==> src/design/rbms_pkg.sv <==
// Package: shared types, codes and reset constants for the roller blind mode sequencer.
`timescale 1ns / 1ps

package rbms_pkg;

  localparam int unsigned OP_W          = 2;
  localparam int unsigned ADDR_W        = 8;
  localparam int unsigned MODE_W        = 2;
  localparam int unsigned PARAM_W       = 8;
  localparam int unsigned SW_DELAY_W    = 8;
  localparam int unsigned DELAY_W       = 16;
  localparam int unsigned CFG_IDX_W     = 3;
  localparam int unsigned CFG_DATA_W    = 64;
  localparam int unsigned MAX_ENTRIES   = 8;
  localparam int unsigned ENT_IDX_W     = 3;
  localparam int unsigned TABLE_ENTRIES_DEF = 8;

  localparam logic [ADDR_W-1:0]     OWN_ADDR_RST       = 8'd1;
  localparam logic [ADDR_W-1:0]     BROADCAST_ADDR_RST = 8'd255;
  localparam logic [SW_DELAY_W-1:0] SWITCH_DELAY_RST   = 8'd10;
  localparam logic [DELAY_W-1:0]    MOVE_LIMIT_RST     = 16'd1000;

  typedef enum logic [OP_W-1:0] {
    OP_TICK   = 2'd0,
    OP_CMD    = 2'd1,
    OP_SWITCH = 2'd2,
    OP_NONE   = 2'd3
  } op_t;

  typedef enum logic [MODE_W-1:0] {
    MODE_STOP    = 2'd0,
    MODE_UP      = 2'd1,
    MODE_DOWN    = 2'd2,
    MODE_UNKNOWN = 2'd3
  } mode_t;

  typedef enum logic [1:0] {
    ACT_END  = 2'd0,
    ACT_UP   = 2'd1,
    ACT_DOWN = 2'd2,
    ACT_STOP = 2'd3
  } action_t;

  typedef enum logic [CFG_IDX_W-1:0] {
    REG_OWN_ADDR       = 3'd0,
    REG_BROADCAST_ADDR = 3'd1,
    REG_SWITCH_DELAY   = 3'd2,
    REG_MOVE_LIMIT     = 3'd3,
    REG_TABLE_A        = 3'd4,
    REG_TABLE_B        = 3'd5,
    REG_TABLE_C        = 3'd6,
    REG_TABLE_D        = 3'd7
  } reg_idx_t;

  typedef struct packed {
    logic [12:0]        rsvd;
    logic               is_switch;
    action_t            action;
    logic [PARAM_W-1:0] param;
    logic [ADDR_W-1:0]  addr;
  } entry_t;

  typedef struct packed {
    logic [ADDR_W-1:0]            own_addr;
    logic [ADDR_W-1:0]            broadcast_addr;
    logic [SW_DELAY_W-1:0]        switch_delay;
    logic [DELAY_W-1:0]           move_limit;
    entry_t [MAX_ENTRIES-1:0]     tbl;
  } cfg_t;

  typedef struct packed {
    logic  hit;
    mode_t mode;
  } match_t;

endpackage

==> src/design/rbms_in_if.sv <==
// Interface: input channel carrying tick, command and switch event transactions.
`timescale 1ns / 1ps

interface rbms_in_if;
  import rbms_pkg::*;

  logic               valid;
  logic               ready;
  logic [OP_W-1:0]    op;
  logic [ADDR_W-1:0]  dest_addr;
  logic [ADDR_W-1:0]  src_addr;
  logic [MODE_W-1:0]  new_mode;
  logic [PARAM_W-1:0] switch_param;

  modport source (output valid, op, dest_addr, src_addr, new_mode, switch_param,
                  input ready);
  modport sink (input valid, op, dest_addr, src_addr, new_mode, switch_param,
                output ready);
endinterface

==> src/design/rbms_out_if.sv <==
// Interface: result channel carrying the new drive mode.
`timescale 1ns / 1ps

interface rbms_out_if;
  import rbms_pkg::*;

  logic              valid;
  logic              ready;
  logic [MODE_W-1:0] drive_mode;

  modport source (output valid, drive_mode, input ready);
  modport sink (input valid, drive_mode, output ready);
endinterface

==> src/design/roller_blind_mode_sequencer.sv <==
// Top level: roller blind mode sequencer.
//
//   channel  | dir | handshake          | payload
//   ---------+-----+--------------------+------------------------------------------
//   in_ch    | in  | valid / ready      | op, dest_addr, src_addr, new_mode, switch_param
//   out_ch   | out | valid / ready      | drive_mode
//   cfg_*    | in  | cfg_wr_en          | cfg_index, cfg_wdata
//
// One transaction per cycle while no stalled result holds the input stage: an input stage
// register feeds the table match and state update, and a mode change then lands in the
// result register.
// Synchronous active-low reset; no clearing pass, the block is ready right after reset.
// A stalled result holds the input stage only when that stage would emit another result.
`timescale 1ns / 1ps

module roller_blind_mode_sequencer #(
  parameter int unsigned TABLE_ENTRIES = rbms_pkg::TABLE_ENTRIES_DEF
) (
  input  logic                            clk,
  input  logic                            rst_n,
  rbms_in_if.sink                         in_ch,
  rbms_out_if.source                      out_ch,
  input  logic                            cfg_wr_en,
  input  logic [rbms_pkg::CFG_IDX_W-1:0]  cfg_index,
  input  logic [rbms_pkg::CFG_DATA_W-1:0] cfg_wdata
);
  import rbms_pkg::*;

  cfg_t cfg;

  rbms_cfg_regs u_cfg (
    .clk       (clk),
    .rst_n     (rst_n),
    .cfg_wr_en (cfg_wr_en),
    .cfg_index (cfg_index),
    .cfg_wdata (cfg_wdata),
    .cfg       (cfg)
  );

  rbms_core #(.TABLE_ENTRIES(TABLE_ENTRIES)) u_core (
    .clk    (clk),
    .rst_n  (rst_n),
    .cfg    (cfg),
    .in_ch  (in_ch),
    .out_ch (out_ch)
  );

endmodule

==> src/design/rbms_cfg_regs.sv <==
// Configuration register file: addresses, delays and the switch action table.
`timescale 1ns / 1ps

module rbms_cfg_regs (
  input  logic                            clk,
  input  logic                            rst_n,
  input  logic                            cfg_wr_en,
  input  logic [rbms_pkg::CFG_IDX_W-1:0]  cfg_index,
  input  logic [rbms_pkg::CFG_DATA_W-1:0] cfg_wdata,
  output rbms_pkg::cfg_t                  cfg
);
  import rbms_pkg::*;

  cfg_t cfg_r;

  always_ff @(posedge clk) begin
    if (!rst_n) begin
      cfg_r.own_addr       <= OWN_ADDR_RST;
      cfg_r.broadcast_addr <= BROADCAST_ADDR_RST;
      cfg_r.switch_delay   <= SWITCH_DELAY_RST;
      cfg_r.move_limit     <= MOVE_LIMIT_RST;
      cfg_r.tbl            <= '0;
    end else if (cfg_wr_en) begin
      unique case (reg_idx_t'(cfg_index))
        REG_OWN_ADDR:       cfg_r.own_addr       <= cfg_wdata[ADDR_W-1:0];
        REG_BROADCAST_ADDR: cfg_r.broadcast_addr <= cfg_wdata[ADDR_W-1:0];
        REG_SWITCH_DELAY:   cfg_r.switch_delay   <= cfg_wdata[SW_DELAY_W-1:0];
        REG_MOVE_LIMIT:     cfg_r.move_limit     <= cfg_wdata[DELAY_W-1:0];
        REG_TABLE_A:        cfg_r.tbl[1:0]       <= cfg_wdata;
        REG_TABLE_B:        cfg_r.tbl[3:2]       <= cfg_wdata;
        REG_TABLE_C:        cfg_r.tbl[5:4]       <= cfg_wdata;
        REG_TABLE_D:        cfg_r.tbl[7:6]       <= cfg_wdata;
        default:            cfg_r.own_addr       <= cfg_r.own_addr;
      endcase
    end
  end

  assign cfg = cfg_r;

endmodule

==> src/design/rbms_table_match.sv <==
// Switch action table match: first matching switch entry before the end marker.
`timescale 1ns / 1ps

module rbms_table_match #(
  parameter int unsigned TABLE_ENTRIES = rbms_pkg::TABLE_ENTRIES_DEF
) (
  input  rbms_pkg::entry_t [rbms_pkg::MAX_ENTRIES-1:0] tbl,
  input  logic [rbms_pkg::ADDR_W-1:0]                  broadcast_addr,
  input  logic [rbms_pkg::ADDR_W-1:0]                  src_addr,
  input  logic [rbms_pkg::PARAM_W-1:0]                 switch_param,
  output rbms_pkg::match_t                             match
);
  import rbms_pkg::*;

  always_comb begin
    logic   ended;
    entry_t e;
    ended      = 1'b0;
    match.hit  = 1'b0;
    match.mode = MODE_STOP;
    for (int k = 0; k < TABLE_ENTRIES; k++) begin
      e = tbl[k[ENT_IDX_W-1:0]];
      if (!ended && !match.hit) begin
        if (e.action == ACT_END) begin
          ended = 1'b1;
        end else if (e.is_switch && (e.addr == src_addr || e.addr == broadcast_addr)
                     && e.param == switch_param) begin
          match.hit = 1'b1;
          unique case (e.action)
            ACT_UP:   match.mode = MODE_UP;
            ACT_DOWN: match.mode = MODE_DOWN;
            default:  match.mode = MODE_STOP;
          endcase
        end
      end
    end
  end

endmodule

==> src/design/rbms_core.sv <==
// Sequencer core: input stage, mode and delay state, result register.
`timescale 1ns / 1ps

module rbms_core #(
  parameter int unsigned TABLE_ENTRIES = rbms_pkg::TABLE_ENTRIES_DEF
) (
  input  logic           clk,
  input  logic           rst_n,
  input  rbms_pkg::cfg_t cfg,
  rbms_in_if.sink        in_ch,
  rbms_out_if.source     out_ch
);
  import rbms_pkg::*;

  logic               s1_v_r;
  op_t                s1_op_r;
  logic [ADDR_W-1:0]  s1_dest_r;
  logic [ADDR_W-1:0]  s1_src_r;
  logic [MODE_W-1:0]  s1_mode_r;
  logic [PARAM_W-1:0] s1_param_r;

  mode_t              cur_r, cur_nxt;
  mode_t              tgt_r, tgt_nxt;
  logic [DELAY_W-1:0] dly_r, dly_nxt;

  logic               out_v_r;
  mode_t              out_mode_r;

  match_t             match;
  logic               emit;
  logic               out_free;
  logic               go;
  logic [DELAY_W-1:0] sw_delay_ext;

  rbms_table_match #(.TABLE_ENTRIES(TABLE_ENTRIES)) u_match (
    .tbl            (cfg.tbl),
    .broadcast_addr (cfg.broadcast_addr),
    .src_addr       (s1_src_r),
    .switch_param   (s1_param_r),
    .match          (match)
  );

  assign sw_delay_ext = {{(DELAY_W-SW_DELAY_W){1'b0}}, cfg.switch_delay};
  assign emit     = s1_v_r && s1_op_r == OP_TICK && cur_r != tgt_r && dly_r == '0;
  assign out_free = !out_v_r || out_ch.ready;
  assign go       = s1_v_r && (!emit || out_free);
  assign in_ch.ready = !s1_v_r || go;

  always_comb begin
    cur_nxt = cur_r;
    tgt_nxt = tgt_r;
    dly_nxt = dly_r;
    unique case (s1_op_r)
      OP_CMD: begin
        if (s1_dest_r == cfg.own_addr) begin
          tgt_nxt = (mode_t'(s1_mode_r) == MODE_UNKNOWN) ? MODE_STOP : mode_t'(s1_mode_r);
          dly_nxt = sw_delay_ext;
        end
      end
      OP_SWITCH: begin
        if (match.hit) begin
          tgt_nxt = match.mode;
          dly_nxt = sw_delay_ext;
        end
      end
      OP_TICK: begin
        if (cur_r != tgt_r) begin
          if (dly_r != '0) begin
            dly_nxt = dly_r - 1'b1;
          end else if (cur_r == MODE_STOP) begin
            cur_nxt = tgt_r;
            tgt_nxt = MODE_STOP;
            dly_nxt = cfg.move_limit;
          end else begin
            cur_nxt = MODE_STOP;
            dly_nxt = sw_delay_ext;
          end
        end
      end
      default: cur_nxt = cur_r;
    endcase
  end

  always_ff @(posedge clk) begin
    if (!rst_n) begin
      s1_v_r  <= 1'b0;
      cur_r   <= MODE_UNKNOWN;
      tgt_r   <= MODE_STOP;
      dly_r   <= '0;
      out_v_r <= 1'b0;
    end else begin
      if (in_ch.ready) begin
        s1_v_r <= in_ch.valid;
      end
      if (go) begin
        cur_r <= cur_nxt;
        tgt_r <= tgt_nxt;
        dly_r <= dly_nxt;
      end
      if (go && emit) begin
        out_v_r <= 1'b1;
      end else if (out_ch.ready) begin
        out_v_r <= 1'b0;
      end
    end
  end

  always_ff @(posedge clk) begin
    if (in_ch.ready && in_ch.valid) begin
      s1_op_r    <= op_t'(in_ch.op);
      s1_dest_r  <= in_ch.dest_addr;
      s1_src_r   <= in_ch.src_addr;
      s1_mode_r  <= in_ch.new_mode;
      s1_param_r <= in_ch.switch_param;
    end
    if (go && emit) begin
      out_mode_r <= cur_nxt;
    end
  end

  assign out_ch.valid      = out_v_r;
  assign out_ch.drive_mode = out_mode_r;

endmodule
==> src/flat_wrapper.sv <==
// flat-port wrapper written by rule: the top's interface ports become plain ports
module roller_blind_mode_sequencer_flat import rbms_pkg::*;
#(
  parameter int unsigned TABLE_ENTRIES = rbms_pkg::TABLE_ENTRIES_DEF
)
  (clk, rst_n, cfg_wr_en, cfg_index, cfg_wdata, in_ch_valid, in_ch_op, in_ch_dest_addr, in_ch_src_addr, in_ch_new_mode, in_ch_switch_param, in_ch_ready, out_ch_valid, out_ch_drive_mode, out_ch_ready);
  rbms_in_if in_ch_i ();
  rbms_out_if out_ch_i ();
  input  logic clk;
  input  logic rst_n;
  input  logic cfg_wr_en;
  input  logic [rbms_pkg::CFG_IDX_W-1:0] cfg_index;
  input  logic [rbms_pkg::CFG_DATA_W-1:0] cfg_wdata;
  input wire logic [$bits(in_ch_i.valid)-1:0] in_ch_valid;
  input wire logic [$bits(in_ch_i.op)-1:0] in_ch_op;
  input wire logic [$bits(in_ch_i.dest_addr)-1:0] in_ch_dest_addr;
  input wire logic [$bits(in_ch_i.src_addr)-1:0] in_ch_src_addr;
  input wire logic [$bits(in_ch_i.new_mode)-1:0] in_ch_new_mode;
  input wire logic [$bits(in_ch_i.switch_param)-1:0] in_ch_switch_param;
  output wire logic [$bits(in_ch_i.ready)-1:0] in_ch_ready;
  output wire logic [$bits(out_ch_i.valid)-1:0] out_ch_valid;
  output wire logic [$bits(out_ch_i.drive_mode)-1:0] out_ch_drive_mode;
  input wire logic [$bits(out_ch_i.ready)-1:0] out_ch_ready;
  assign in_ch_i.valid = in_ch_valid;
  assign in_ch_i.op = in_ch_op;
  assign in_ch_i.dest_addr = in_ch_dest_addr;
  assign in_ch_i.src_addr = in_ch_src_addr;
  assign in_ch_i.new_mode = in_ch_new_mode;
  assign in_ch_i.switch_param = in_ch_switch_param;
  assign in_ch_ready = in_ch_i.ready;
  assign out_ch_valid = out_ch_i.valid;
  assign out_ch_drive_mode = out_ch_i.drive_mode;
  assign out_ch_i.ready = out_ch_ready;
  roller_blind_mode_sequencer #(.TABLE_ENTRIES(TABLE_ENTRIES)) u_core (.clk(clk), .rst_n(rst_n), .in_ch(in_ch_i), .out_ch(out_ch_i), .cfg_wr_en(cfg_wr_en), .cfg_index(cfg_index), .cfg_wdata(cfg_wdata));
endmodule
==> config.mk <==
export PLATFORM = sky130hd
export DESIGN_NAME = roller_blind_mode_sequencer_flat
export DESIGN_NICKNAME = d
export VERILOG_FILES = /design/src/design/rbms_pkg.sv /design/src/design/rbms_in_if.sv /design/src/design/rbms_out_if.sv /design/src/design/roller_blind_mode_sequencer.sv /design/src/design/rbms_cfg_regs.sv /design/src/design/rbms_table_match.sv /design/src/design/rbms_core.sv /design/src/flat_wrapper.sv
export SDC_FILE = /design/constraint.sdc
export NUM_CORES = 1
export LEC_CHECK = 0
export BUFFER_PORTS_ARGS = -buffer_cell sky130_fd_sc_hd__buf_2
export CORE_MARGIN = 2
export CORE_UTILIZATION = 55
export DETAILED_ROUTE_END_ITERATION = 7
export GPL_TIMING_DRIVEN = 0
export HOLD_SLACK_MARGIN = 0.05
export PLACE_DENSITY_LB_ADDON = 0.08
export SLEW_MARGIN = 20
export SYNTH_ARGS = -nofsm -noshare
export SYNTH_HDL_FRONTEND = slang
export SYNTH_SLANG_ARGS = --single-unit
==> constraint.sdc <==
create_clock -name clk -period 8.6 [get_ports clk]
set_clock_uncertainty 0.05 [all_clocks]
set_input_delay 1.29 -clock clk [delete_from_list [all_inputs] [get_ports clk]]
set_output_delay 1.29 -clock clk [all_outputs]
set_load 0.01 [all_outputs]
# Word-level counts from Yosys, hierarchy flattened
# Index checks and enable logic that the tools add are counted.
# totals
ff_bits	244
input_bits	100
out_inout_bits	4
elab_cells	250
# op_classes
addsub	1
n_eq_ne	57
mux	63
reduce_logical	82
# op_table
op	n
$eq A8 B8 Y1	25
$mux W16	5
$mux W3	23
$pmux W16 S3	1
$pmux W2 S2	8
$logic_and A1 B1 Y1	29
$eq A2 B2 Y1 const B	10
$logic_not A2 Y1	10
$mux W2	10
$eq A2 B1 Y1 const B	9
$logic_not A1 Y1	17
$logic_not A16 Y1	1
$reduce_and A2 Y1	8
$reduce_bool A16 Y1	1
$sub A16 B1 Y16 const B	1
$mux W1	15
$eq A3 B3 Y1 const B	4
$logic_or A1 B1 Y1	11
$reduce_and A7 Y1	1
$eq A3 B2 Y1 const B	2
$ne A2 B2 Y1 const B	3
$pmux W2 S3	1
$reduce_and A5 Y1	1
$ne A2 B1 Y1 const B	2
other kinds (5)	5

# Depth between registers and ports, before layout
# logic_depth
ltp_word	29
ltp_mapped	11
mapped_depth_nobuf	9

# Hierarchy
# A second synthesis with hierarchy kept.
# hier_totals
hier_cells	1642
area_unflattened_um2	16179.3
# by_module_without_submodules
mod	instances	cells_per_inst	area_each_um2	seq_area_each_um2
rbms_cfg_regs	1	1045	10851.7	5925.7
rbms_table_match	1	341	2687.6	0.0
rbms_core	1	256	2640.0	1341.3

# Worst setup path after synthesis
# No wires, ideal clock.
# synth_path
kind	reg2out
start	register u_core.u_core.dly_r[7]
end	output port in_ch_ready
arrival_time_ps	2291
t_required_ps	7260
setup_slack_ps	4969
stages_incl_launch_ff	10
n_path_buf	1
cell_sequence	dfxtp_1 or4_1 or2_4 nor4_4 and4b_1 buf_2 and3_1 nand2_1 nor2_1 inv_1
# synth_between
elab_chain_cells	6
# synth_rtl
element	line	source
start, declared	rbms_core.sv:24	logic [DELAY_W-1:0] dly_r, dly_nxt;
start signal, assigned	rbms_core.sv:98	dly_r <= dly_nxt;
$logic_not A16 Y1	rbms_core.sv:44	assign emit = s1_v_r && s1_op_r == OP_TICK && cur_r != tgt_r && dly_r == '0;
$logic_and A1 B1 Y1	rbms_core.sv:44	
$logic_not A1 Y1	rbms_core.sv:46	assign go = s1_v_r && (!emit || out_free);
$logic_or A1 B1 Y1	rbms_core.sv:46	
$logic_and A1 B1 Y1	rbms_core.sv:46	
$logic_or A1 B1 Y1	rbms_core.sv:47	assign in_ch.ready = !s1_v_r || go;
end, declared	flat_wrapper.sv:20	output wire logic [$bits(in_ch_i.ready)-1:0] in_ch_ready;
# Every way passes these cells.

# Final worst setup path
# Ends and elaborated chain as after synthesis.

==> metrics <==
Max Buffers Root-to-Sink 3; Pleak 4.61 nW; Crit. End Element output port; Final min period 4800 ps; EDFF count, synth 30; Pwr per Cell Area 189 mW/mm2; Crit Path Max Fanout 10; fraction of registers with async set/reset 0%; Avg Synthesized Cell Area about 8.2 um2; Final ANT Viol Nets 0; synthesized area 0.0119 mm2; worst-path cell chain or4_1 > or2_4 > nor4_4 > and4b_1 > buf_2 > and3_1 > nand2_1 > nor2_1 > inv_1 > buf_2; outcome completed; Rel. slew slack 39.2%; Slew Viols, Final 0; # Max-Cap Violations 0; vias in the first global route 9980; first-pass iteration count of the detailed router 5; gp weighted congestion between 0.9 and 1; critical path's most frequent cell buf_2; Req. time, crit path around 7300 ps; cells after synthesis 1460; Top FF cell, synth dfxtp_1; Area contributors post-synth dfxtp_1 36%, nand2_1 13%, xnor2_1 12%; Util after Layout 63.5%; final setup fails 0; Crit Path Class flip-flop to output port; hold buffers post-CTS 0; Max IR drop VDD ~150 uV; CTS clk-pin slew, worst paths 60 ps; Crit. path cell count 10; Fin. Hold Viols 0; max frequency 208 MHz; worst path bufs/invs 3; first-pass GRT wire length 56.0 mm; post-DR wirelength/cell approximately 20 um; Iter 0 DRT Violations 742; Top Family by Delay on Critical Path simple AND/OR/NAND/NOR gates; reg2reg start u_core.u_cfg.cfg[284]$_SDFFE_PN1P_; cts repair resizes 0; Yosys top cell area share 36.0%; via count 10648; htree depth 1; HP Start u_core.u_cfg.cfg[277]$_SDFFE_PN0P_; DIE WIDTH 151 um; Clk Tree Root Cell clkbuf_16; CP max stage delay 600 ps; Synth Net Count 1562; Initial Util 56.3%; r2r worst-path depth 10; register area share after synthesis 43.5%; Worst-Margin Slew a little over 900 ps; RSZ-0062 raised after global routing false; grt ovf 0; synthesis-stage register bit count between 200 and 250; r2r setup slk 5080 ps; Worst R2R End u_core.u_core.tgt_r[0]$_SDFFE_PN0P_; die height 151 um; Post-CTS Setup Bufs 0; worst hold path depth 2; Total Routing Usage GR 32.4%; Final TNS setup 0 ps; WL final 36.6 mm; via-per-instance ratio 5.76; CP Launch Type flip-flop; Hold Path End u_core.u_cfg.cfg[277]$_SDFFE_PN0P_; cts bufs inserted 26; synthesis-to-layout area growth 12.7%; crit path max-delay cell type or4_1; Period Utilization, post-route between 50% and 60%; Core Area between 0.02 and 0.025 mm2; DRC 0; synth unique cells 68; largest net degree at the start of global routing 19; Detail Placement HPWL 26.0 mm; Die ar. 0.0229 mm2; TritonCTS Sinks 244; initial antenna violation count 0; PortBufs 66; CTS tree built; worst-skew pair later-pin latency 540 ps; n_diodes 0; Arr. time, crit path 3460 ps; nets@finish 1657; I/O pin total approximately 100; Hold Path Class flip-flop to flip-flop; share of cells above drive strength 1 9.98%; largest area contributor in the netlist dfxtp_1; Yosys warning total 0; # rows 53
cells by family (layout without fill, tap and decap cells):
group / after synthesis / count (layout) / synth area share, %
AND/OR/NAND/NOR: 619 / 619 / 23.0
AO/OA/AOI/OAI: 267 / 267 / 12.9
flip-flops: 244 / 244 / 43.5
XOR/XNOR: 212 / 212 / 15.6
buffers and inverters: 109 / 222 / 4.21
multiplexers: 7 / 7 / 0.599
adder cells (fa/ha/maj): 2 / 2 / 0.210
sequential cells by signal (all words and copies together), names as in the netlist:
name and count:
u_core.u_core.out_ch.drive_mode 2, u_core.u_core.s1_v_r 1, u_core.u_core.s1_src_r 8, u_core.u_core.s1_op_r 2, u_core.u_core.s1_dest_r 8, u_core.u_cfg.cfg 192, u_core.u_core.cur_r 2, u_core.u_core.tgt_r 2
u_core.u_core.s1_mode_r 2, u_core.u_core.dly_r 16, u_core.u_core.out_ch.valid 1, u_core.u_core.s1_param_r 8
cell usage after synthesis, types with 13 or more instances:
cell	number
nor3_1	17
nand3_1	41
nand2b_1	13
nor4_1	14
nor2_1	36
edfxtp_1	30
dfxtp_1	214
clkbuf_1	54
buf_2	20
xor2_1	51
xnor2_1	161
nand2_1	417
a21oi_1	198
nand4_1	36
worst register-to-register path, stage by stage (launching register included):
cell      delay [ps]
dfxtp_1          300
buf_2            350
xor2_1           190
nor4_1            70
a22oi_1          560
nor4_4           180
or3_1            460
a211oi_1         350
a31oi_1          110
o31ai_1          590
a211oi_2         150
layout by cell type, fill, tap and decap left out, types with 11 or more instances in the layout:
| cell type | Yosys | layout |
|---|---|---|
| nor2_1 | 36 | 36 |
| o22ai_1 | 11 | 11 |
| nand2_1 | 417 | 417 |
| nor3_1 | 17 | 17 |
| nand2b_1 | 13 | 13 |
| xor2_1 | 51 | 51 |
| dfxtp_1 | 214 | 214 |
| buf_2 | 20 | 86 |
| xnor2_1 | 161 | 161 |
| buf_4 | 11 | 11 |
| nand3_1 | 41 | 41 |
| edfxtp_1 | 30 | 30 |
| clkbuf_1 | 54 | 64 |
| a21oi_1 | 198 | 198 |
| clkbuf_16 | 0 | 28 |
| o21ai_0 | 11 | 11 |
| nor4_1 | 14 | 14 |
| nand4_1 | 36 | 36 |
stage by stage:
stage	cell area [um2]	hold slack, ps	std cells	setup WS [ps]	power, mW
6_report	13400	413	1848	3800	2.54
3_5_place_dp	12600	401	1802	4390	1.48
5_1_grt	13400	436	1848	3660	2.61
3_3_place_gp	12600	395	1801	4380	1.47
4_1_cts	13400	410	1848	3800	2.54
2_1_floorplan	11900	382	1460	4970	1.39
power by group:
group | total [mW] | internal, mW | switching, mW
registers | 1.21 | 1.18 | 0.0237
logic | 0.253 | 0.0913 | 0.162
clock network | 1.08 | 0.618 | 0.458
total | 2.54 | 1.89 | 0.643
routing by layer:
layer  global-route usage, %  part of all wire [%]  vias to the layer above  wire length (um)
li1                        -                     -                     5091                 -
met1                    43.1                    42                     5067             15400
met2                    53.1                    46                      405             17000
met3                    5.27                   7.9                       85              2910
met4                    12.3                   3.4                        0              1260
met5                       0                     0                        -                 0
final cells by class:
cell class / count / area (um2)
Clock inverter: 5 / 25.0
Buffer: 100 / 468
Clock buffer: 41 / 779
Inverter: 9 / 33.8
Timing Repair Buffer: 67 / 358
Fill cell: 1939 / 7730
Multi-Input combinational cell: 1107 / 6230
Sequential cell: 244 / 5180
Tap cell: 275 / 344
worst max-delay path by stage:
stage                                              startpoint                                   to
after global routing      u_core.u_core.dly_r[7]$_SDFFE_PN0P_                          in_ch_ready
final                     u_core.u_core.dly_r[7]$_SDFFE_PN0P_                          in_ch_ready
after detailed placement  u_core.u_core.dly_r[7]$_SDFFE_PN0P_                          in_ch_ready
after global placement    u_core.u_core.dly_r[7]$_SDFFE_PN0P_  u_core.u_core.s1_src_r[1]$_DFFE_PP_
after CTS                 u_core.u_core.dly_r[7]$_SDFFE_PN0P_                          in_ch_ready
after floorplan           u_core.u_core.dly_r[7]$_SDFFE_PN0P_                          in_ch_ready
Power figures use the tool's default switching activity.
